--- src/wrt_pkg.sv ---
// shared types and constants for the wildcard rule table
package wrt_pkg;

    localparam int RULE_SLOTS_DEF = 32;
    localparam logic [2:0] PART_ANY = 3'd4;

    localparam logic [1:0] ST_DONE = 2'd0;
    localparam logic [1:0] ST_FULL = 2'd1;
    localparam logic [1:0] ST_NODEL = 2'd2;

    localparam logic CMD_MERGE = 1'b0;
    localparam logic CMD_CHOOSE = 1'b1;

    localparam logic [1:0] REG_ANY_NET = 2'd0;
    localparam logic [1:0] REG_INVALID = 2'd1;
    localparam logic [1:0] REG_NULL = 2'd2;

    typedef struct packed {
        logic        command;
        logic [31:0] net_id;
        logic [2:0]  from_part;
        logic [2:0]  to_part;
        logic [15:0] sec_flavor;
        logic [7:0]  bulk_hash;
        logic [7:0]  bulk_cipher;
        logic [31:0] flavor_flags;
    } in_item_t;

    typedef struct packed {
        logic [1:0]  status;
        logic        matched;
        logic [15:0] out_sec_flavor;
        logic [7:0]  out_bulk_hash;
        logic [7:0]  out_bulk_cipher;
        logic [31:0] out_flags;
        logic [5:0]  rule_total;
    } out_item_t;

    // one stored rule
    typedef struct packed {
        logic [31:0] net;
        logic [5:0]  parts;
        logic [31:0] flavor;
        logic [31:0] flagbits;
    } rule_t;

    // per-cycle command from the controller to every cell
    typedef struct packed {
        logic write_here;
        logic shift_up;
        logic shift_down;
        logic rotate;
    } cell_ctl_t;

    typedef enum logic [1:0] {
        S_IDLE,
        S_SCAN,
        S_APPLY,
        S_OUT
    } state_t;

endpackage

--- src/wrt_cell.sv ---
// one rule slot: holds a rule, shifts with its neighbors, rotates for the scan
module wrt_cell (
    input  logic               clk,
    input  wrt_pkg::cell_ctl_t ctl,
    input  logic               sel,
    input  wrt_pkg::rule_t     new_rule,
    input  wrt_pkg::rule_t     from_below,
    input  wrt_pkg::rule_t     from_above,
    output wrt_pkg::rule_t     rule
);

    wrt_pkg::rule_t rule_reg;
    wrt_pkg::rule_t rule_next;

    always_comb
    begin
        rule_next = rule_reg;
        if (ctl.rotate)
            rule_next = from_above;
        else if (ctl.write_here && sel)
            rule_next = new_rule;
        else if (ctl.shift_up && sel)
            rule_next = from_below;
        else if (ctl.shift_down && sel)
            rule_next = from_above;
    end

    always_ff @(posedge clk)
    begin
        rule_reg <= rule_next;
    end

    assign rule = rule_reg;

endmodule

--- config.mk ---
export PLATFORM = sky130hd
export DESIGN_NAME = wrt_cell
export DESIGN_NICKNAME = d
export VERILOG_FILES = /design/src/wrt_pkg.sv /design/src/wrt_cell.sv
export SDC_FILE = /design/constraint.sdc
export NUM_CORES = 1
export LEC_CHECK = 0
export ABC_AREA = 0
export BUFFER_PORTS_ARGS = -buffer_cell sky130_fd_sc_hd__buf_2
export CAP_MARGIN = 20
export CORE_AREA = 2 2 161 163
export CTS_BUF_LIST = sky130_fd_sc_hd__clkbuf_4 sky130_fd_sc_hd__clkbuf_8
export CTS_CLUSTER_DIAMETER = 80
export DETAILED_ROUTE_END_ITERATION = 8
export DIE_AREA = 0 0 163 165
export PLACE_DENSITY = 0.56
export SYNTH_ARGS = -nofsm -noshare
export SYNTH_HDL_FRONTEND = slang
export SYNTH_SLANG_ARGS = --single-unit
--- constraint.sdc ---
create_clock -name clk -period 13.3 [get_ports clk]
set_input_delay 3.99 -clock clk [delete_from_list [all_inputs] [get_ports clk]]
set_output_delay 3.99 -clock clk [all_outputs]
set_load 0.005 [all_outputs]
Word-level counts from Yosys, hierarchy flattened
Cells that the tools add are included.
{"block": "classes", "n_addsub": 0, "mul": 0, "n_div": 0, "magnitude_cmp": 0, "eq_ne": 0, "shift": 0, "mux": 4, "n_bitwise": 0, "reduce_logical": 4}
{"cell": "2-to-1 mux 102 bit", "count": 4}
{"cell": "nonzero test 4 bit", "count": 1}
{"cell": "logical AND 1 bit", "count": 3}
{"block": "totals", "regBits": 102, "latchBits": 0, "ram_bits": 0, "romBits": 0, "in_bits": 312, "out_inout_bits": 102, "elab_cells": 12, "mem_count": 0}

Logic depth before layout (Yosys ltp)
Gate-level depths: netlist (run 1).
{"block": "logic_depth", "depth_word": 5, "mapped_depth": 6}

Worst setup path after synthesis (run 1)
No wires, ideal clock.
{"block": "synth_path", "kind": "input-to-reg", "from": "input ctl[3] (netlist name)", "to": "register rule_reg, in the netlist rule[0] (enable)", "t_arrival_ps": 6880, "path_slack_ps": 5941, "path_stages": 5, "path_cell_list": "buf_2 -> buf_2 -> buf_2 -> o31ai_1 -> nand2b_1"}
{"block": "synth_between", "elab_chain_len": 2}
{"item": "start: declaration", "line_no": "wrt_cell.sv:4", "rtl": "input wrt_pkg::cell_ctl_t ctl,"}
{"item": "logical AND 1 bit", "line_no": "wrt_cell.sv:20", "rtl": "else if (ctl.write_here && sel)"}
{"item": "nonzero test 4 bit (no source line)"}
{"item": "end signal: assignment", "line_no": "wrt_cell.sv:30", "rtl": "rule_reg <= rule_next;"}
{"item": "end: declaration", "line_no": "wrt_cell.sv:12", "rtl": "wrt_pkg::rule_t rule_reg;"}
No other way between the ends.
A chain may end at the register's enable or synchronous reset.

Worst setup path after layout (run 1)
{"block": "layout_path", "from": "input ctl[3] (netlist name)", "to": "register rule_reg, in the netlist rule[18] (enable)"}
Same word-level chain as after synthesis.

==> results.yml, run 1 <==
grt:
  antenna_found_initial: 1
  overflow: 0
  first_global_vias: 6329
  grt_util_all_layers: 0.169
  grt_pass1_wl_mm: 35.1
  grt_max_degree: 110
clock_network:
  numCtsBuffers: 9
  ctsHoldBuffers: 0
  cts_tree: "done"
  postCtsResizedCells: 0
  htree_levels: 3
  ctsLongestPathBuffers: 2
  clock-root-buffer: "clkbuf_8"
  cts.sinks: 102
  clk_pin_slew_ns: 0.12
  post_cts_buffers: 0
worst_setup_path:
  cpPeakStageDelay_ns: 0.68
  worstSetupStartpointType: "input port"
  required_ns: 13.32
  cp_top_family: "buffers and inverters"
  critPathKind: "in -> reg"
  crit_top_cell: "buf_4"
  critPathMaxFanout: 97
  arrival_ns: 6.24
  path_buf_inv: 2
  cp-end-kind: "flip-flop"
  crit_chain: "buf_4, o31ai_1, nand2b_4, buf_4"
  crit_slowest_cell: "buf_4"
cells_and_area:
  area_delta_synth_final_pct: 37.4
  stdcell_area_um2: 8830
  drive_gt1_frac: 0.461
  stdcell_count: 1285
  nFillCells: 2603
  largest_register_ff_count: 102
  nNetsFinal: 1261
  post-route-util: 0.353
synthesis:
  synthesis.nets: 896
  synth_top_area_share: 0.477
  syn_area_um2: 6420
  netlist_instances: 584
  synth_warnings: 0
  synth_seq_cells: 102
  ys_types: 14
  yosysTopAreaCell: "edfxtp_1"
  synth.area.top_cells: "edfxtp_1 (48%), a221o_1 (16%), o32ai_1 (14%)"
  syn_avg_cell_area_um2: 11.0
  synth-seq-area-share: 0.477
floorplan:
  io_pins: 414
  rows: 58
  core_area_um2: 25000
  initial_core_util: 0.257
  die_h_um: 165
  dieWidth_um: 163
  die_area_um2: 26900
sta:
  setup-violations-final: 0
  fin_crit_sh: 0.468
  fin_ws_ns: 7.08
  tightestPinTransition_ns: 0.922
  hold_viol: 0
  relSlewSlack: 0.385
  min_period_ns: 6.22
  rsz0062_at_grt: "no"
  clock.fmax_mhz: 161
  finalHoldWorstSlack_ns: 3.89
  slew_viol_final: 0
  fin_setup_tns_ns: 0
drt:
  wl_mm: 24.3
  postRouteAntennaNets: 0
  routed_via_density: 5.03
  via_count: 6467
  wire_per_inst_um: 18.9
  drt_first_iter_violations: 533
  first_pass_iters: 5
  drc: 0
place:
  numPortBuffers: 413
  dpl_cell_area_um2: 8650
  gp_congestion: 0.808
  dp_cells: 1268
  dpl_worst_slack_ns: 6.59
  dp_hpwl_mm: 17.7
min_path:
  hp-class: "in -> reg"
power:
  peakVddDrop_uv: 36.8
  pwr-share-comb: 0.253
  seqPwrFrac: 0.509
  pwr_density_cell_nw_per_um2: 92.2
  p_leak_nw: 4.03
  p_total_mw: 0.814
  internal_power_mw: 0.578
  power.share.clock: 0.238
  swShare: 0.290
  power.switching_mw: 0.236
status:
  status: "finished, final reports clean"
run:
  maxCapViolCount: 0
[cells in the mapped netlist (all sizes together)]
master,number
clkbuf,11
nand4b,1
a221o,102
a21oi,1
inv,102
buf,57
o32ai,101
nor2,1
nand2b,104
edfxtp,102
nand3b,1
o31ai,1
[power groups by stage]
stage / clock (mW) / combinational, mW / sequential (mW)
after floorplan: 0 / 0.0850 / 0.429
after global placement: 0 / 0.203 / 0.423
after detailed placement: 0 / 0.207 / 0.423
after CTS: 0.202 / 0.208 / 0.416
after global routing: 0.211 / 0.225 / 0.419
final: 0.194 / 0.206 / 0.415
[path summary, 6_finish.rpt]
path / slack [ns] / end / start / depth (start not counted)
worst max-delay path: 7.08 / rule[18] / ctl[3] / 4
worst min-delay path: 3.89 / rule[49] / new_rule[49] / 2
[layout by cell type (no fill, tap or decap)]
cell / n
inv_6: 3
o32ai_1: 101
nand4b_1: 1
nand2b_1: 102
o31ai_1: 1
clkbuf_4: 1
clkinv_2: 1
clkinv_4: 1
buf_16: 2
a21oi_1: 1
nor2_4: 1
buf_4: 9
buf_2: 411
a221o_1: 102
clkbuf_8: 9
edfxtp_1: 102
inv_1: 102
nand3b_1: 1
nand2b_4: 2
diode_2: 1
clkinv_1: 1
[routing by layer]
| metal | vias to the layer above | wire, µm | track usage |
|---|---|---|---|
| li1 | 3038 | - | - |
| met1 | 3078 | 9840 | 0.210 |
| met2 | 318 | 11900 | 0.283 |
| met3 | 33 | 1820 | 0.0352 |
| met4 | 0 | 668 | 0.0744 |
| met5 | - | 0 | 0 |
[layout make-up]
class / count / area, µm² / share of cell area
flip-flops and latches: 102 / 3060 / 0.347
inverters: 102 / 383 / 0.0434
repair buffers: 422 / 2180 / 0.247
multi-input cells: 312 / 2610 / 0.296
clock inverters: 6 / 43.8 / 0.00496
diodes: 1 / 2.50 / 0.000283
clock buffers: 10 / 131 / 0.0149
well taps: 330 / 413 / 0.0468
[logic make-up after synthesis]
group / synth area share
AND/OR/NAND/NOR: 0.105
buffers and inverters: 0.120
AO/OA/AOI/OAI: 0.299
flip-flops: 0.477
(Power assumes the default switching activity.)
==> run 2: changes to the inputs <==
==> constraint.sdc (replaced) <==
create_clock -name clk -period 6.3 [get_ports clk]
set_input_delay 1.89 -clock clk [delete_from_list [all_inputs] [get_ports clk]]
set_output_delay 1.89 -clock clk [all_outputs]
set_load 0.005 [all_outputs]
==> run 2 against run 1 <==
  * Hold slack got worse by 2.1 ns
  * Worst setup slack got worse by 4.6 ns
  * Cell area down 0.35%
  * Die area is the same
  * Clock power increased by 110%
  * Critical path depth increased by 1
  * Final cell count about the same
  * Global-route usage is 0.38 points higher
  * Sequential share of layout area up 0.12 points
  * Total power rose by 110%
  * Combinational power rose by 110%
  * Highest routed layer unchanged
==> results.yml, run 2 (synthesis results as in run 1) <==
status:
  status: "finished, final reports clean"
grt:
  grt_pass1_wl_mm: 36.2
  antenna_found_initial: 0
  grt_util_all_layers: 0.173
  grt_max_degree: 95
  first_global_vias: 6478
  overflow: 0
worst_setup_path:
  arrival_ns: 3.96
  crit_top_cell: "buf_4"
  crit_chain: "buf_4, buf_4, nand2b_1, o32ai_1, a221o_1"
  path_buf_inv: 2
  required_ns: 6.42
  cpPeakStageDelay_ns: 0.76
  cp_top_family: "buffers and inverters"
  critPathKind: "in -> reg"
  crit_slowest_cell: "buf_4"
  critPathMaxFanout: 94
  cp-end-kind: "flip-flop"
  worstSetupStartpointType: "input port"
sta:
  setup-violations-final: 0
  min_period_ns: 3.84
  fin_setup_tns_ns: 0
  relSlewSlack: 0.313
  slew_viol_final: 0
  clock.fmax_mhz: 260
  rsz0062_at_grt: "no"
  fin_crit_sh: 0.610
  tightestPinTransition_ns: 1.03
  finalHoldWorstSlack_ns: 1.80
  fin_ws_ns: 2.46
  hold_viol: 0
run:
  maxCapViolCount: 0
place:
  gp_congestion: 0.809
  dp_hpwl_mm: 17.4
  numPortBuffers: 413
  dpl_worst_slack_ns: 2.13
clock_network:
  htree_levels: 3
  clock-root-buffer: "clkbuf_8"
  cts.sinks: 102
  numCtsBuffers: 9
  ctsHoldBuffers: 0
  clk_pin_slew_ns: 0.11
  cts_tree: "done"
  post_cts_buffers: 0
  postCtsResizedCells: 0
  ctsLongestPathBuffers: 2
floorplan:
  core_area_um2: 25000
  initial_core_util: 0.257
  dieWidth_um: 163
  die_area_um2: 26900
  rows: 58
  die_h_um: 165
  io_pins: 414
cells_and_area:
  final_cell_mix: "buf_2 (411), inv_1 (102), nand2b_1 (102), a221o_1 (102), edfxtp_1 (102)"
  diodes: 0
  drive_gt1_frac: 0.461
  area_delta_synth_final_pct: 36.9
  nFillCells: 2613
  nNetsFinal: 1261
  largest_register_ff_count: 102
  final_common_cell: "buf_2"
drt:
  routed_via_density: 5.07
  drt_first_iter_violations: 477
  wire_per_inst_um: 19.2
  wl_mm: 24.6
  via_count: 6515
  postRouteAntennaNets: 0
  drc: 0
  first_pass_iters: 5
power:
  peakVddDrop_uv: 81.5
  pwr_density_cell_nw_per_um2: 195
  p_leak_nw: 4.01
min_path:
  hp-class: "in -> reg"
-- run 2: changes by cell type in the layout (fill, tap and decap cells not counted), sizes merged --
cell / previous run / this run
diode: 1 / 0
clkbuf: 10 / 11
inv: 105 / 103
clkinvlp: 0 / 3
clkinv: 3 / 1
-- run 2: layout make-up --
class | count | area, µm² | share of cell area
clock buffers | 11 | 139 | 0.0158
repair buffers | 422 | 2150 | 0.245
flip-flops and latches | 102 | 3060 | 0.348
inverters | 102 | 383 | 0.0435
well taps | 330 | 413 | 0.0469
clock inverters | 5 | 35.0 | 0.00398
multi-input cells | 312 | 2610 | 0.297
-- run 2: stage by stage --
stage | utilization | instance area (µm²) | power, mW | std cells
finish | 0.351 | 8800 | 1.72 | 1284
floorplan | - | 6420 | 1.09 | 584
global route | 0.351 | 8800 | 1.81 | 1284
global placement | 0.344 | 8620 | 1.33 | 1268
CTS | 0.351 | 8800 | 1.74 | 1284
detailed placement | 0.344 | 8620 | 1.33 | 1268
-- run 2: routing by layer --
layer  up-vias  routed length (µm)  global-route usage
met5         -                   0                   0
met4         0                 510              0.0519
met3        29                1920              0.0429
met2       317               12100               0.297
met1      3134               10100               0.214
li1       3035                   -                   -
-- run 2: worst paths after layout --
kind        to         start  cells past startpoint  slack [ns]
max   rule[22]        ctl[3]                      5        2.46
min   rule[92]  new_rule[92]                      2        1.80
-- run 2: power breakdown --
part           total, mW  internal (mW)  switching, mW
Clock              0.404          0.153          0.251
Sequential         0.876          0.851         0.0244
Combinational      0.436          0.215          0.221
Total               1.72           1.22          0.496
==> run 3: changes to the inputs <==
==> config.mk (replaced) <==
export PLATFORM = sky130hd
export DESIGN_NAME = wrt_cell
export DESIGN_NICKNAME = d
export VERILOG_FILES = /design/src/wrt_pkg.sv /design/src/wrt_cell.sv
export SDC_FILE = /design/constraint.sdc
export NUM_CORES = 1
export LEC_CHECK = 0
export ABC_AREA = 1
export BUFFER_PORTS_ARGS = -buffer_cell sky130_fd_sc_hd__buf_2
export CAP_MARGIN = 20
export CORE_AREA = 2 2 159 161
export CTS_BUF_LIST = sky130_fd_sc_hd__clkbuf_4 sky130_fd_sc_hd__clkbuf_8
export CTS_CLUSTER_DIAMETER = 80
export DETAILED_ROUTE_END_ITERATION = 8
export DIE_AREA = 0 0 161 163
export PLACE_DENSITY = 0.62
export SYNTH_ARGS = -nofsm -noshare
export SYNTH_HDL_FRONTEND = slang
export SYNTH_SLANG_ARGS = --single-unit
==> constraint.sdc (replaced) <==
create_clock -name clk -period 4.03 [get_ports clk]
set_input_delay 1.209 -clock clk [delete_from_list [all_inputs] [get_ports clk]]
set_output_delay 1.209 -clock clk [all_outputs]
set_load 0.005 [all_outputs]
==> run 3 against run 2 <==
  * Utilization increased by 4.9 points
  * Count of clock-buffer cells in the layout unchanged
  * Sequential power increased by 56%
  * Sequential share of layout area decreased by 3.8 points
  * Hold slack got worse by 0.63 ns
  * Die area decreased by 2.4%
  * Routed wire length decreased by 3.5%
  * Synthesized cell count increased by 110%
  * Critical path type unchanged
  * Critical endpoint is now rule[64]
==> results.yml, run 3 <==
status:
  status: "finished, final reports clean"
clock_network:
  cts_tree: "done"
  cts.sinks: 102
  htree_levels: 3
  postCtsResizedCells: 0
  clock-root-buffer: "clkbuf_8"
  ctsHoldBuffers: 0
  numCtsBuffers: 9
  post_cts_buffers: 0
  clk_pin_slew_ns: 0.11
  ctsLongestPathBuffers: 2
sta:
  setup-violations-final: 0
  tightestPinTransition_ns: 0.828
  fin_crit_sh: 0.674
  rsz0062_at_grt: "no"
  fin_setup_tns_ns: 0
  slew_viol_final: 0
  min_period_ns: 2.72
  relSlewSlack: 0.448
  clock.fmax_mhz: 368
  hold_viol: 0
floorplan:
  die_h_um: 163
  core_area_um2: 24700
  initial_core_util: 0.304
  die_area_um2: 26200
  dieWidth_um: 161
  io_pins: 414
  rows: 58
drt:
  first_pass_iters: 5
  wire_per_inst_um: 12.5
  routed_via_density: 4.26
  wl_mm: 23.8
  via_count: 8085
  drt_first_iter_violations: 593
  postRouteAntennaNets: 0
  drc: 0
worst_setup_path:
  worstSetupStartpointType: "input port"
  critPathMaxFanout: 45
  critPathKind: "in -> reg"
  cp-end-kind: "flip-flop"
  required_ns: 4.15
  arrival_ns: 2.84
place:
  dpl_cell_area_um2: 9700
  dp_hpwl_mm: 17.2
  numPortBuffers: 413
  dp_cells: 1882
  gp_congestion: 0.855
grt:
  grt_max_degree: 205
  grt_util_all_layers: 0.176
  first_global_vias: 7635
  antenna_found_initial: 3
  overflow: 0
  grt_pass1_wl_mm: 36.8
synthesis:
  synthArstFlopShare: 0
  synth.area.top_cells: "edfxtp_1 (41%), nand2_1 (26%), inv_1 (15%)"
  synthesis.nets: 1510
  synth_warnings: 0
  ys_types: 13
  synth_common_cells: "nand2_1 (513), inv_1 (307), nand3_1 (103)"
  synth-seq-area-share: 0.408
  yosysTopAreaCell: "edfxtp_1"
  synth_seq_cells: 102
  syn_avg_cell_area_um2: 6.26
  synth_most_common_cell: "nand2_1"
  syn_area_um2: 7500
  synth_edf_count: 102
  netlist_instances: 1198
  synth_top_area_share: 0.408
  synthFlopType: "edfxtp_1"
cells_and_area:
  drive_gt1_frac: 0.282
  nNetsFinal: 1875
  area_delta_synth_final_pct: 31.6
  final_cell_mix: "nand2_1 (512), buf_2 (411), inv_1 (306)"
  final_common_cell: "nand2_1"
  stdcell_area_um2: 9870
  stdcell_count: 1899
  largest_register_ff_count: 102
power:
  peakVddDrop_uv: 119
  p_leak_nw: 6.32
  pwr_density_cell_nw_per_um2: 276
run:
  maxCapViolCount: 0
min_path:
  hp-class: "in -> reg"
[run 3: changes by cell type in the layout (fill, tap and decap cells not counted), sizes merged, moves of 2 or more]
cell / before / now
nand2b: 104 / 0
nand2: 0 / 514
diode: 0 / 2
nor2: 1 / 102
o32ai: 101 / 0
nand3: 0 / 103
a221o: 102 / 0
inv: 103 / 308
[run 3: layout make-up]
cell class,instances,area (µm²)
diodes,2,5.00
well taps,330,413
inverters,308,1160
clock inverters,4,32.5
fillers,2739,14800
repair buffers,422,2210
multi-input cells,720,2860
flip-flops and latches,102,3060
clock buffers,11,139
[run 3: report_power, final]
part	switching, mW	internal, mW
logic	0.414	0.317
clock network	0.376	0.241
registers	0.0372	1.34
[run 3: critical path, cell delays in order]
cell and delay (ns):
buf_4 0.43, nand2_2 0.17, clkinv_2 0.23, buf_4 0.40
nand2_1 0.11, nand2_1 0.07, nand2_1 0.05, nand2_1 0.07
inv_1 0.04
[run 3: logic make-up (layout without fill, tap and decap cells)]
kind of cell           Yosys count  count (layout)  share of synthesized area
AND/OR/NAND/NOR                719             719                      0.377
buffers and inverters          376             745                      0.214
flip-flops                     102             102                      0.408
AO/OA/AOI/OAI                    1               1                   0.000667
other                            0               2                          0
[run 3: worst paths after layout]
check,slack (ns),to,start,cells past startpoint
setup / recovery,1.31,rule[64],sel,9
hold / removal,1.17,rule[47],from_above[47],5
[run 3: through the flow]
stage | total power, mW | hold WS (ns) | util | setup WS (ns)
floorplan | 1.76 | 1.46 | - | 0.0492
global placement | 2.13 | 1.55 | 0.393 | 0.969
detailed placement | 2.14 | 1.55 | 0.393 | 0.911
CTS | 2.77 | 1.13 | 0.400 | 1.32
global route | 2.90 | 1.16 | 0.400 | 1.15
finish | 2.72 | 1.17 | 0.400 | 1.31
[run 3: routing by layer]
layer | GRT usage | wire (µm) | up-vias
li1 | - | - | 4161
met1 | 0.197 | 9390 | 3511
met2 | 0.312 | 11500 | 361
met3 | 0.0514 | 2130 | 50
met4 | 0.0731 | 741 | 2
met5 | 0 | 13 | -
