==> config.mk <==
export PLATFORM = sky130hd
export DESIGN_NAME = wrt_ctrl
export DESIGN_NICKNAME = d
export VERILOG_FILES = /design/src/wrt_pkg.sv /design/src/wrt_ctrl.sv
export SDC_FILE = /design/constraint.sdc
export NUM_CORES = 1
export LEC_CHECK = 0
export BUFFER_PORTS_ARGS = -buffer_cell sky130_fd_sc_hd__buf_2
export CORE_AREA = 5 5 176 178
export DETAILED_ROUTE_END_ITERATION = 12
export DIE_AREA = 0 0 181 183
export PLACE_DENSITY = 0.65
export SLEW_MARGIN = 20
export SYNTH_ARGS = -nofsm -noshare
export SYNTH_HDL_FRONTEND = slang
export SYNTH_SLANG_ARGS = --single-unit
==> constraint.sdc <==
create_clock -name clk -period 5.35 [get_ports clk]
set_input_delay 0.535 -clock clk [delete_from_list [all_inputs] [get_ports clk]]
set_output_delay 0.535 -clock clk [all_outputs]
set_load 0.02 [all_outputs]
==> src/wrt_pkg.sv <==
// shared types and constants for the wildcard rule table
package wrt_pkg;

    localparam int RULE_SLOTS_DEF = 32;
    localparam logic [2:0] PART_ANY = 3'd4;

    localparam logic [1:0] ST_DONE = 2'd0;
    localparam logic [1:0] ST_FULL = 2'd1;
    localparam logic [1:0] ST_NODEL = 2'd2;

    localparam logic CMD_MERGE = 1'b0;
    localparam logic CMD_CHOOSE = 1'b1;

    localparam logic [1:0] REG_ANY_NET = 2'd0;
    localparam logic [1:0] REG_INVALID = 2'd1;
    localparam logic [1:0] REG_NULL = 2'd2;

    typedef struct packed {
        logic        command;
        logic [31:0] net_id;
        logic [2:0]  from_part;
        logic [2:0]  to_part;
        logic [15:0] sec_flavor;
        logic [7:0]  bulk_hash;
        logic [7:0]  bulk_cipher;
        logic [31:0] flavor_flags;
    } in_item_t;

    typedef struct packed {
        logic [1:0]  status;
        logic        matched;
        logic [15:0] out_sec_flavor;
        logic [7:0]  out_bulk_hash;
        logic [7:0]  out_bulk_cipher;
        logic [31:0] out_flags;
        logic [5:0]  rule_total;
    } out_item_t;

    // one stored rule
    typedef struct packed {
        logic [31:0] net;
        logic [5:0]  parts;
        logic [31:0] flavor;
        logic [31:0] flagbits;
    } rule_t;

    // per-cycle command from the controller to every cell
    typedef struct packed {
        logic write_here;
        logic shift_up;
        logic shift_down;
        logic rotate;
    } cell_ctl_t;

    typedef enum logic [1:0] {
        S_IDLE,
        S_SCAN,
        S_APPLY,
        S_OUT
    } state_t;

endpackage

==> src/wrt_ctrl.sv <==
// scan and update controller reading the head of the rotating chain
module wrt_ctrl #(
    parameter int RULE_SLOTS = wrt_pkg::RULE_SLOTS_DEF,
    parameter int CW = $clog2(RULE_SLOTS + 1),
    parameter int IW = (RULE_SLOTS > 1) ? $clog2(RULE_SLOTS) : 1
) (
    input  logic                clk,
    input  logic                rst_n,
    input  logic                in_valid,
    output logic                in_ready,
    input  wrt_pkg::in_item_t   in_item,
    output logic                out_valid,
    input  logic                out_ready,
    output wrt_pkg::out_item_t  out_item,
    input  logic [31:0]         any_net,
    input  logic [15:0]         invalid_fl,
    input  logic [15:0]         null_fl,
    input  wrt_pkg::rule_t      head,
    output wrt_pkg::cell_ctl_t  ctl,
    output logic [IW-1:0]       pos,
    output logic [CW-1:0]       count,
    output wrt_pkg::rule_t      new_rule
);

    wrt_pkg::state_t state_reg, state_next;
    wrt_pkg::in_item_t item_reg, item_next;
    wrt_pkg::out_item_t res_reg, res_next;
    logic [CW-1:0] count_reg, count_next;
    logic [IW:0]   step_reg, step_next;
    logic [CW-1:0] hit_reg, hit_next;
    logic          found_reg, found_next;
    logic          stop_reg, stop_next;

    logic [5:0] parts;
    logic       net_specific, dir_specific, del, in_range, rspec;
    logic       c_hit, m_hit, m_stop;

    assign parts = {item_reg.to_part, item_reg.from_part};
    assign net_specific = item_reg.net_id != any_net;
    assign dir_specific = (parts[2:0] != wrt_pkg::PART_ANY)
                          || (parts[5:3] != wrt_pkg::PART_ANY);
    assign del = item_reg.sec_flavor == invalid_fl;
    assign rspec = (head.parts[2:0] != wrt_pkg::PART_ANY)
                   || (head.parts[5:3] != wrt_pkg::PART_ANY);
    assign in_range = step_reg < (IW + 1)'(count_reg);
    assign c_hit = (item_reg.net_id == any_net || head.net == any_net
                    || item_reg.net_id == head.net)
                   && (item_reg.from_part == wrt_pkg::PART_ANY
                       || head.parts[2:0] == wrt_pkg::PART_ANY
                       || item_reg.from_part == head.parts[2:0]);
    assign m_hit = head.net == item_reg.net_id && head.parts == parts;
    assign m_stop = (head.net != item_reg.net_id) ? (net_specific && head.net == any_net)
                    : (head.parts != parts && dir_specific && !rspec);

    assign new_rule = '{net: item_reg.net_id, parts: parts,
                        flavor: {item_reg.bulk_cipher, item_reg.bulk_hash, item_reg.sec_flavor},
                        flagbits: item_reg.flavor_flags};
    assign pos = hit_reg[IW-1:0];
    assign count = count_reg;

    always_ff @(posedge clk or negedge rst_n)
    begin
        if (!rst_n)
        begin
            state_reg <= wrt_pkg::S_IDLE;
            count_reg <= '0;
        end
        else
        begin
            state_reg <= state_next;
            count_reg <= count_next;
        end
    end

    always_ff @(posedge clk)
    begin
        item_reg  <= item_next;
        res_reg   <= res_next;
        step_reg  <= step_next;
        hit_reg   <= hit_next;
        found_reg <= found_next;
        stop_reg  <= stop_next;
    end

    always_comb
    begin
        state_next = state_reg;
        item_next = item_reg;
        res_next = res_reg;
        count_next = count_reg;
        step_next = step_reg;
        hit_next = hit_reg;
        found_next = found_reg;
        stop_next = stop_reg;
        ctl = '0;
        in_ready = 1'b0;
        out_valid = 1'b0;
        case (state_reg)
            wrt_pkg::S_IDLE:
            begin
                in_ready = 1'b1;
                if (in_valid)
                begin
                    item_next = in_item;
                    step_next = '0;
                    hit_next = '0;
                    found_next = 1'b0;
                    stop_next = 1'b0;
                    res_next = '0;
                    res_next.status = wrt_pkg::ST_DONE;
                    res_next.out_sec_flavor = (in_item.command == wrt_pkg::CMD_CHOOSE)
                                              ? null_fl : 16'd0;
                    state_next = wrt_pkg::S_SCAN;
                end
            end
            wrt_pkg::S_SCAN:
            begin
                // full rotation keeps slot order intact
                if (step_reg == (IW + 1)'(RULE_SLOTS))
                    state_next = wrt_pkg::S_APPLY;
                else
                begin
                    ctl.rotate = 1'b1;
                    step_next = step_reg + 1'b1;
                    if (in_range && !found_reg && !stop_reg)
                    begin
                        if (item_reg.command == wrt_pkg::CMD_CHOOSE)
                        begin
                            if (c_hit)
                            begin
                                found_next = 1'b1;
                                res_next.out_sec_flavor = head.flavor[15:0];
                                res_next.out_bulk_hash = head.flavor[23:16];
                                res_next.out_bulk_cipher = head.flavor[31:24];
                                res_next.out_flags = head.flagbits;
                            end
                        end
                        else if (m_hit)
                            found_next = 1'b1;
                        else if (m_stop)
                            stop_next = 1'b1;
                        else
                            hit_next = hit_reg + 1'b1;
                    end
                    else if (!found_reg && !stop_reg && !in_range)
                        stop_next = 1'b1;
                end
            end
            wrt_pkg::S_APPLY:
            begin
                if (item_reg.command == wrt_pkg::CMD_MERGE)
                begin
                    if (found_reg && del)
                    begin
                        ctl.shift_down = 1'b1;
                        count_next = count_reg - 1'b1;
                    end
                    else if (found_reg)
                        ctl.write_here = 1'b1;
                    else if (del)
                        res_next.status = wrt_pkg::ST_NODEL;
                    else if (count_reg == CW'(RULE_SLOTS))
                        res_next.status = wrt_pkg::ST_FULL;
                    else
                    begin
                        ctl.shift_up = 1'b1;
                        count_next = count_reg + 1'b1;
                    end
                end
                res_next.matched = found_reg;
                state_next = wrt_pkg::S_OUT;
            end
            wrt_pkg::S_OUT:
            begin
                out_valid = 1'b1;
                if (out_ready)
                    state_next = wrt_pkg::S_IDLE;
            end
            default:
                state_next = wrt_pkg::S_IDLE;
        endcase
    end

    always_comb
    begin
        out_item = res_reg;
        out_item.rule_total = 6'(count_reg);
    end

    property p_count_max;
        @(posedge clk) disable iff (!rst_n) count_reg <= CW'(RULE_SLOTS);
    endproperty
    a_count_max: assert property (p_count_max) else $error("rule count above slots");

    property p_count_idle;
        @(posedge clk) disable iff (!rst_n)
            (state_reg == wrt_pkg::S_SCAN || state_reg == wrt_pkg::S_OUT) |=> $stable(count_reg);
    endproperty
    a_count_idle: assert property (p_count_idle) else $error("count moved outside apply");

    property p_one_op;
        @(posedge clk) disable iff (!rst_n)
            $onehot0({ctl.write_here, ctl.shift_up, ctl.shift_down, ctl.rotate});
    endproperty
    a_one_op: assert property (p_one_op) else $error("conflicting cell commands");

endmodule
; After elaboration in Yosys (flattened, before gate mapping)
; Cells that the tools add are included.
[word_totals]
regBits = 192
in_bits = 273
output_inout_bits = 192
elab_cells = 160
[classes]
addsub = 4
n_lt_le_gt_ge = 1
eq_ne = 44
n_mux = 57
bitwise = 1
reduce_logical = 33
[op_table]
columns = operator, n
row1 = $mux 64, 4
row2 = $eq 32x32->1, 4
row3 = $pmux 64 s2, 1
row4 = $mux 73, 1
row5 = $mux 6, 11
row6 = $ne 32x32->1, 2
row7 = $ne 3x3->1 const B, 11
row8 = $ne 2x2->1 const B, 14
row9 = $pmux 6 s2, 2
row10 = $mux 1, 22
row11 = $add 6x1->6 const B, 3
row12 = $mux 2, 9
row13 = $reduce_and 6->1, 3
row14 = $eq 16x16->1, 1
row15 = $mux 16, 1
row16 = $reduce_and 7->1, 2
row17 = $eq 6x6->1 const B, 2
row18 = $logic_and 1x1->1, 10
row19 = $pmux 2 s4, 1
row20 = $eq 3x3->1 const B, 2
row21 = $eq 6x6->1, 1
row22 = $logic_or 1x1->1, 6
row23 = $lt 6x6->1, 1
row24 = $mux 3, 2
row25 = 15 further kinds, 24

; Logic depth before layout (Yosys ltp)
; Gate-level depths: netlist (run 1).
[depth]
ltp_word = 11
ltp_mapped = 13
mapped_depth_nobuf = 12

; Worst setup path after synthesis (run 1)
; No wires, ideal clock.
[synth_path]
kind = reg2reg
from = register state_reg[1]
to = register res_reg (netlist bit out_item[10]), enable pin
setup_ns = 0.503
arrival_time_ns = 4.690
required_ns = 4.847
setup_slack_ns = 0.156
path_stages_with_launch = 7
n_path_buf = 1
period_less_slack_ns = 5.194
path_cell_list = dfrtp_1 -> inv_1 -> ha_1 -> buf_2 -> a21boi_1 -> o21ai_0 -> o2bb2ai_1
[synth_via]
elab_chain_len = 3
elab_cells_between_ends = 9
classes_between = eq/ne: 6 / reduce/logical: 3
[synth_rtl]
columns = item, line
row1 = from (decl), wrt_ctrl.sv:25  ; wrt_pkg::state_t state_reg, state_next;
row2 = from (signal assigned), wrt_ctrl.sv:65  ; state_reg <= wrt_pkg::S_IDLE;
row3 = from (signal assigned), wrt_ctrl.sv:70  ; state_reg <= state_next;
row4 = $eq 2x1->1 / $logic_not 2->1 (equally long branches), wrt_ctrl.sv:98  ; case (state_reg)
row5 = $ne 2x2->1 (no source line) / $reduce_bool 2->1 (equally long branches), --
row6 = $reduce_and 6->1 (no source line) (*), --
row7 = to (signal assigned), wrt_ctrl.sv:78  ; res_reg <= res_next;
row8 = to (decl), wrt_ctrl.sv:27  ; wrt_pkg::out_item_t res_reg, res_next;
; Every way passes the cells marked *; elsewhere a longest branch is shown, timed or not.
; A chain may end at the register's enable or synchronous reset.

==> impl_metrics.yaml, run 1 <==
die:
  ios: 465
  die-height_um: 183
  core-area_um2: 29200
  die_width_um: 181
  rows: 63
  initial_core_util_pct: 31.8
  dieArea_um2: 33100
cts:
  ctsResizeCount: 0
  cts_buffers: 17
  clock_latency_ns: 0.44
  htree_levels: 4
  clkSinkCount: 191
  cts.clk_slew.worst_paths_ns: 0.08
  cts_tree: "done"
  cts_root_buffer: "clkbuf_16"
  cts_max_path_buffers: 2
setup_path:
  crit_fanout: 10
  rr_worst_depth: 10
  cp_slowest_cell: "nor4_1"
  critical_path_required_ns: 4.82
  critPathMaxStageDelay_ns: 0.52
  cp_top_family: "simple AND/OR/NAND/NOR gates"
  cp-start-kind: "register"
  cp_cell_sequence: "xor2_1 -> nor4_1 -> nand4_1 -> inv_1 -> ha_1 -> and2_1 -> buf_2"
  r2r_start: "state_reg[1]"
  arrival_ns: 2.99
  critPathCaptureType: "primary output"
  crit_buf_inv: 2
  r2r_slack_ns: 1.90
  critPathKind: "register to primary output"
  r2r-end: "out_item[21]"
timing:
  fin_crit_ns: 3.52
  worst_pin_slew_ns: 1.03
  slew_violations: 0
  period_share_pct: 65.9
  slew_headroom_pct: 30.9
  max_freq_mhz: 284
  setup_tns_ns: 0
  skew_ns: 0.0113
  rsz0062_at_grt: "false"
  hold_violations: 0
  setup_viol: 0
finish:
  largest_reg_flops: 102
  fin_nets: 1340
  seqCellArea_um2: 5700
  drive_above_1_share_pct: 47.6
  area_growth_pct: 27.9
  multiInputGateArea_um2: 2720
  num-fill-cells: 2812
yosys:
  synth.distinct_cells: 46
  syn_avg_cell_area_um2: 13.6
  ys_seq_elements: 191
  synth_edf_count: 183
  yosysWarnings: 0
  syn-instance-count: 685
  ys_seq_area_share_pct: 61.2
  synth_area_um2: 9300
  synth_top_flop_cell: "edfxtp_1"
  syn_nets: 974
  async_flop_share_pct: 4.19
place:
  gp_congestion: 0.936
  port_buffers: 464
  hpwl_mm: 23.1
drt:
  drtPass1Iterations: 6
  viasPerCell: 4.47
  avgRoutedWirePerCell_um: 19.5
  drt_iter0_drc: 385
  vias: 6510
  totalWireLength_mm: 28.4
  postRouteAntennaNets: 0
  post-route-drc-count: 0
pwr:
  p_leak_nw: 5.04
  power.total_w: 0.00611
  ir_worst_vdd_uv: 329
  power_density_nw_per_um2: 514
global_route:
  overflow: 0
  grt.total_usage_pct: 16.5
  grt_pass1_wl_mm: 41.2
  antenna_found_initial: 3
  grt_max_degree: 82
  grt_pass1_vias: 6743
worst_hold_path:
  hold_end: "new_rule[29]"
  hp-start: "in_item[29]"
  hold_path.class: "primary input to register"
  hold_depth: 1
job:
  max-cap-violations: 0
status:
  outcome: "completed"
-- cell usage after synthesis, types with 2 or more instances --
cell type,count,area [µm²]
nor3_1,2,10.0
nand3_1,5,25.0
ha_1,16,200
nor2b_1,5,31.3
a31oi_1,3,18.8
a22o_1,15,131
and2_1,62,388
nor2_1,8,30.0
o2111ai_1,2,17.5
nand4b_1,2,17.5
inv_1,14,52.6
a211oi_1,2,15.0
nor4b_1,2,17.5
o21ai_0,13,65.1
nand4_1,13,81.3
xnor2_1,44,385
xor2_1,89,780
clkbuf_1,12,45.0
nor4_1,25,156
or4_1,3,22.5
a21oi_1,6,30.0
edfxtp_1,183,5500
nand2_1,18,67.6
nand2b_1,5,31.3
buf_4,108,811
dfrtp_1,8,200
-- routing by layer --
layer / routed length (µm) / global-route usage (%) / vias to the layer above / share of wire [%]
li1: - / - / 3071 / -
met5: 0 / 0 / - / 0
met4: 530 / 4.71 / 0 / 1.9
met2: 14500 / 27.9 / 296 / 51
met3: 2130 / 5.06 / 25 / 7.5
met1: 11300 / 20.6 / 3118 / 40
-- metrics by stage --
step / hold slack [ns] / area (µm²) / setup slack, ns / instances / util (%)
finish: 0.266 / 11900 / 1.83 / 1458 / 40.7
global route: 0.224 / 11900 / 1.44 / 1456 / 40.7
global placement: 0.392 / 11300 / 1.74 / 1421 / 38.6
detailed placement: 0.391 / 11300 / 1.75 / 1421 / 38.6
floorplan: 0.239 / 9300 / 0.156 / 685 / -
CTS: 0.230 / 11900 / 1.71 / 1454 / 40.6
-- logic make-up after synthesis --
logic type / count (synthesis) / synth area share [%]
AOI/OAI and AO/OA: 55 / 4.37
xor gates and xnor gates: 133 / 12.5
adders and majority gates: 16 / 2.15
buffers and inverters: 135 / 9.82
DFF: 191 / 61.2
muxes: 1 / 0.121
and+or+nand+nor: 154 / 9.78
-- worst max path at each step --
| stage | start | endpoint | slack, ns | cells after the start |
|---|---|---|---|---|
| 4_1_cts | new_rule[37] | ctl[1] | 1.71 | 7 |
| 5_1_grt | state_reg[1] | out_item[25] | 1.44 | 10 |
| 3_5_place_dp | any_net[4] | out_item[36] | 1.75 | 9 |
| 6_report | new_rule[37] | ctl[1] | 1.83 | 7 |
| 3_3_place_gp | any_net[4] | out_item[17] | 1.74 | 9 |
| 2_1_floorplan | state_reg[1] | out_item[10] | 0.16 | 6 |
-- repair_timing --
action	in CTS	in global routing
hold buffers	1	0
buffers inserted	0	0
endpoints found under the hold margin	8	0
-- power by group --
part / internal (W) / total [W] / switching [W] / leakage (nW)
Combinational: 0.000722 / 0.00223 / 0.00151 / 2.94
Sequential: 0.00236 / 0.00263 / 0.000279 / 1.82
Clock: 0.000622 / 0.00124 / 0.000623 / 0.276
-- worst reg2reg max path, delay by kind of cell (launching register included) --
family                   cells  cell delay [ns]
flip-flops                   1             0.41
AO/OA/AOI/OAI                3             0.94
adder cells (fa/ha/maj)      1             0.19
buffers and inverters        3             1.06
AND/OR/NAND/NOR              3             0.50
-- cells in the final DEF (no fill, tap or decap), drive strengths merged, types with 2 or more instances in the layout --
cell,count
o2111ai,2
a31oi,3
xnor2,44
clkbuf,18
nand2,18
and2,62
ha,16
clkinvlp,2
a22o,15
nor4,25
diode,4
buf,467
nor3,2
nand2b,5
xor2,89
clkinv,7
inv,19
a21boi,2
a211oi,2
a41oi,2
nand4,13
nand3,5
nand4b,2
nor4b,2
nor2,9
dfrtp,8
o21ai,13
or4,3
a21oi,6
edfxtp,183
nor2b,5
-- cell type report --
class | count | share of cell area, %
clock buffers | 18 | 3.61
flip-flops and latches | 191 | 47.9
diodes | 4 | 0.0841
inverters | 14 | 0.442
well taps | 390 | 4.10
multi-input cells | 359 | 22.8
repair buffers | 468 | 19.8
clock inverters | 14 | 1.27
No activity file was read; power rests on OpenSTA's default activity.
==> inputs of run 2 (changes only) <==
clock period = 3.4 ns   (was 5.35 ns; I/O delays follow)
==> impl_metrics.yaml, run 2 (same netlist as run 1, synthesis figures left out) <==
global_route:
  grt.total_usage_pct: 16.9
  grt_pass1_wl_mm: 42.1
  grt_max_degree: 81
  antenna_found_initial: 5
  grt_pass1_vias: 6886
  overflow: 0
cts:
  cts_root_buffer: "clkbuf_16"
  cts_max_path_buffers: 2
  cts_tree: "done"
  htree_levels: 4
  clock_latency_ns: 0.43
  clkSinkCount: 191
  cts.clk_slew.worst_paths_ns: 0.08
  cts_buffers: 17
  ctsResizeCount: 0
  post_cts_buffers: 0
setup_path:
  cp_slowest_cell: "nor4_1"
  arrival_ns: 3.23
  critPathKind: "register to register"
  critical_path_required_ns: 3.53
  crit_fanout: 27
  critPathMaxStageDelay_ns: 0.59
  cp-start-kind: "register"
  cp_cell_sequence: "xnor2_1 -> nand4_1 -> nor4_1 -> buf_4 -> a21oi_1 -> a21oi_1 -> o2bb2ai_4 -> buf_12"
  critPathCaptureType: "register"
  crit_path_frequent_cell: "a21oi_1"
finish:
  postLayoutCoreUtil_pct: 41.0
  final_common_cell: "buf_2"
  fin_nets: 1348
  largest_reg_flops: 102
  area_growth_pct: 28.8
  final_cell_mix: "buf_2, edfxtp_1, xor2_1"
  drive_above_1_share_pct: 47.9
job:
  max-cap-violations: 0
timing:
  rsz0062_at_grt: "false"
  fin_ws_ns: 0.294
  hold_violations: 0
  worst_pin_slew_ns: 0.775
  fin_crit_ns: 3.11
  setup_tns_ns: 0
  setup_viol: 0
  max_freq_mhz: 322
  slew_violations: 0
  skew_ns: 0.00874
  slew_headroom_pct: 47.8
  period_share_pct: 91.3
drt:
  postRouteAntennaNets: 0
  drtPass1Iterations: 5
  avgRoutedWirePerCell_um: 20.2
  vias: 6604
  post-route-drc-count: 0
  viasPerCell: 4.50
  totalWireLength_mm: 29.7
  drt_iter0_drc: 374
die:
  core-area_um2: 29200
  rows: 63
  die_width_um: 181
  ios: 465
  die-height_um: 183
  initial_core_util_pct: 31.8
  dieArea_um2: 33100
pwr:
  ir_worst_vdd_uv: 373
  p_leak_nw: 5.08
  power_density_nw_per_um2: 814
place:
  port_buffers: 464
  hpwl_mm: 24.3
  preCtsSetupSlack_ns: 0.261
  gp_congestion: 0.970
status:
  outcome: "completed"
worst_hold_path:
  hold_path.class: "primary input to register"
[run 2: cell types whose count changed in the layout (fill, tap and decap cells not counted)]
cell        delta
diode_2        +1
clkinv_8       -2
clkbuf_1       +1
buf_12         +3
buf_4          +5
clkinvlp_4     +1
[run 2: final timing paths]
kind | from | to | slack [ns] | cells after the start
worst min-delay path | in_item[47] | new_rule[55] | 0.08 | 1
min in group asynchronous | rst_n | count[4] | 0.29 | 2
worst max-delay path | new_rule[86] | out_item[30] | 0.29 | 8
worst max register to register | new_rule[86] | out_item[30] | 0.29 | 8
worst min register to register | count[5] | count[5] | 0.55 | 1
max in group asynchronous | rst_n | state_reg[1] | 2.93 | 2
[run 2: power by group]
group / total [W] / switching (W) / internal (W)
combinational: 0.00364 / 0.00241 / 0.00123
sequential: 0.00415 / 0.000457 / 0.00370
clock: 0.00195 / 0.000985 / 0.000969
total: 0.00975 / 0.00385 / 0.00590
[run 2: timing repair]
action / CTS / global route
hold endpoints to repair: 8 / 0
hold buffers: 1 / 0
setup endpoints to repair: 0 / 0
[run 2: layer usage]
layer  global-route usage, %  part of all wire (%)  wire [µm]
met5                       0                     0          0
met4                    4.80                   1.8        547
met3                    5.69                   8.4       2500
met2                    28.6                    50      14800
met1                    20.9                    40      11800
[run 2: through the flow]
step                power (W)  instance area [µm²]  hold WS, ns  std cells
floorplan             0.00660                 9320       0.0444        685
global placement      0.00783                11400        0.201       1429
detailed placement    0.00788                11400        0.205       1429
CTS                   0.00988                12000       0.0546       1462
global route           0.0103                12000       0.0510       1465
finish                0.00975                12000       0.0826       1467
[run 2: area by class of cell]
class                   instances  area, µm²
well taps                     390        488
repair buffers                476       2450
fillers                      2809      17300
clock buffers                  19        433
clock inverters                13        126
inverters                      14       52.6
flip-flops and latches        191       5700
diodes                          5       12.5
multi-input cells             359       2720
[run 2: worst max-delay path: cells and delay by family (launching register included)]
kind,cells,cell delay [ns]
XOR/XNOR,1,0.35
buffers and inverters,2,0.47
flip-flops,1,0.49
AND/OR/NAND/NOR,2,0.80
AO/OA/AOI/OAI,3,0.68
==> inputs of run 3 (changes only) <==
CORE_AREA = 2 2 178 180   (was 5 5 176 178)
DIE_AREA = 0 0 180 182   (was 0 0 181 183)
PLACE_DENSITY = 0.63   (was 0.65)
clock period = 3.23 ns   (was 3.4 ns; I/O delays follow)
==> impl_metrics.yaml, run 3 (same netlist as run 1, synthesis figures left out) <==
global_route:
  grt.total_usage_pct: 17.1
  grt_pass1_vias: 6569
  grt_max_degree: 81
  antenna_found_initial: 2
  grt_pass1_wl_mm: 41.2
  overflow: 0
finish:
  drive_above_1_share_pct: 48.1
  area_growth_pct: 29.9
  multiInputGateArea_um2: 2720
  fin_nets: 1354
  final_cell_mix: "buf_2, edfxtp_1, xor2_1"
  num-fill-cells: 3041
  final_common_cell: "buf_2"
  seqCellArea_um2: 5700
  largest_reg_flops: 102
pwr:
  pwr-share-clk_pct: 20.7
  ir_worst_vdd_uv: 519
  pwr-share-comb_pct: 37.6
  p_sw_share_pct: 38.6
  p_seq_share_pct: 41.7
  power_density_nw_per_um2: 868
  p_leak_nw: 5.13
  switching_power_w: 0.00405
  power.total_w: 0.0105
  internal_power_w: 0.00643
timing:
  setup_viol: 0
  worst_pin_slew_ns: 0.885
  slew_violations: 0
  setup_tns_ns: 0
  period_share_pct: 92.6
  skew_ns: 0.0129
  rsz0062_at_grt: "false"
  fin_crit_ns: 2.99
  hold_violations: 0
  holdWs_ns: 0.0437
  max_freq_mhz: 334
  slew_headroom_pct: 40.5
die:
  initial_core_util_pct: 30.0
  die_width_um: 180
  core-area_um2: 31000
  rows: 65
  dieArea_um2: 32800
  die-height_um: 182
  ios: 465
setup_path:
  crit_fanout: 14
  critPathKind: "register to register"
  arrival_ns: 3.14
  r2r_slack_ns: 0.24
  critical_path_required_ns: 3.38
  critPathCaptureType: "register"
  cp-start-kind: "register"
job:
  max-cap-violations: 0
drt:
  drtPass1Iterations: 4
  post-route-drc-count: 0
  avgRoutedWirePerCell_um: 19.3
  vias: 6542
  totalWireLength_mm: 28.6
  drt_iter0_drc: 431
  viasPerCell: 4.42
  postRouteAntennaNets: 0
cts:
  ctsResizeCount: 0
  cts_max_path_buffers: 2
  cts.clk_slew.worst_paths_ns: 0.08
  clkSinkCount: 191
  cts_buffers: 17
  htree_levels: 4
  cts_tree: "done"
  clock_latency_ns: 0.45
  post_cts_buffers: 0
  cts_root_buffer: "clkbuf_16"
place:
  gp_congestion: 0.963
  port_buffers: 464
  hpwl_mm: 23.3
worst_hold_path:
  hold_path.class: "primary input to register"
status:
  outcome: "completed"
run 3: through the flow:
step           util (%)  worst slack [ns]  cells  area (µm²)
6_report           39.0             0.240   1481       12100
5_1_grt            39.0             0.125   1481       12100
4_1_cts            39.0             0.219   1480       12100
3_5_place_dp       37.0            0.0214   1447       11500
3_3_place_gp       37.0            0.0390   1447       11500
2_1_floorplan         -             0.120    685        9320
run 3: worst max-delay path: stages, from the launching register on:
cell       delay (ns)
edfxtp_1         0.49
xnor2_1          0.40
nand4_1          0.17
nor4_1           0.47
buf_4            0.19
a21oi_1          0.09
a21oi_1          0.26
o2bb2ai_4        0.33
buf_4            0.27
run 3: power by group through the flow:
stage               Combinational, W  Sequential (W)  Clock [W]
CTS                          0.00398         0.00439    0.00223
finish                       0.00394         0.00437    0.00217
floorplan                    0.00197         0.00498          0
detailed placement           0.00398         0.00443          0
global route                 0.00422         0.00448    0.00233
global placement             0.00393         0.00440          0
run 3: worst paths after layout:
| kind | startpoint | end | cells past startpoint |
|---|---|---|---|
| worst min-delay path | in_item[29] | new_rule[29] | 1 |
| worst max register to register | new_rule[86] | out_item[8] | 8 |
| min in group asynchronous | rst_n | count[2] | 2 |
| max in group asynchronous | rst_n | count[0] | 2 |
| worst min register to register | count[5] | count[5] | 1 |
| worst max-delay path | new_rule[86] | out_item[8] | 8 |
run 3: final cells by class:
class,count,area share [%]
Antenna cell,1,0.0207
Clock buffer,18,3.55
Clock inverter,14,1.33
Inverter,14,0.435
Multi-Input combinational cell,359,22.5
Sequential cell,191,47.1
Tap cell,402,4.16
Timing Repair Buffer,482,20.9
run 3: routing by layer:
metal | vias to the layer above | track usage, % | wire (µm)
li1 | 3098 | - | -
met1 | 3149 | 22.4 | 12100
met2 | 265 | 27.6 | 14000
met3 | 28 | 4.69 | 2050
met4 | 2 | 5.24 | 442
met5 | - | 0 | 9
run 3: what timing repair did:
action,CTS,global route
setup endpoints to repair,0,0
hold endpoints to repair,8,0
hold buffers,1,0
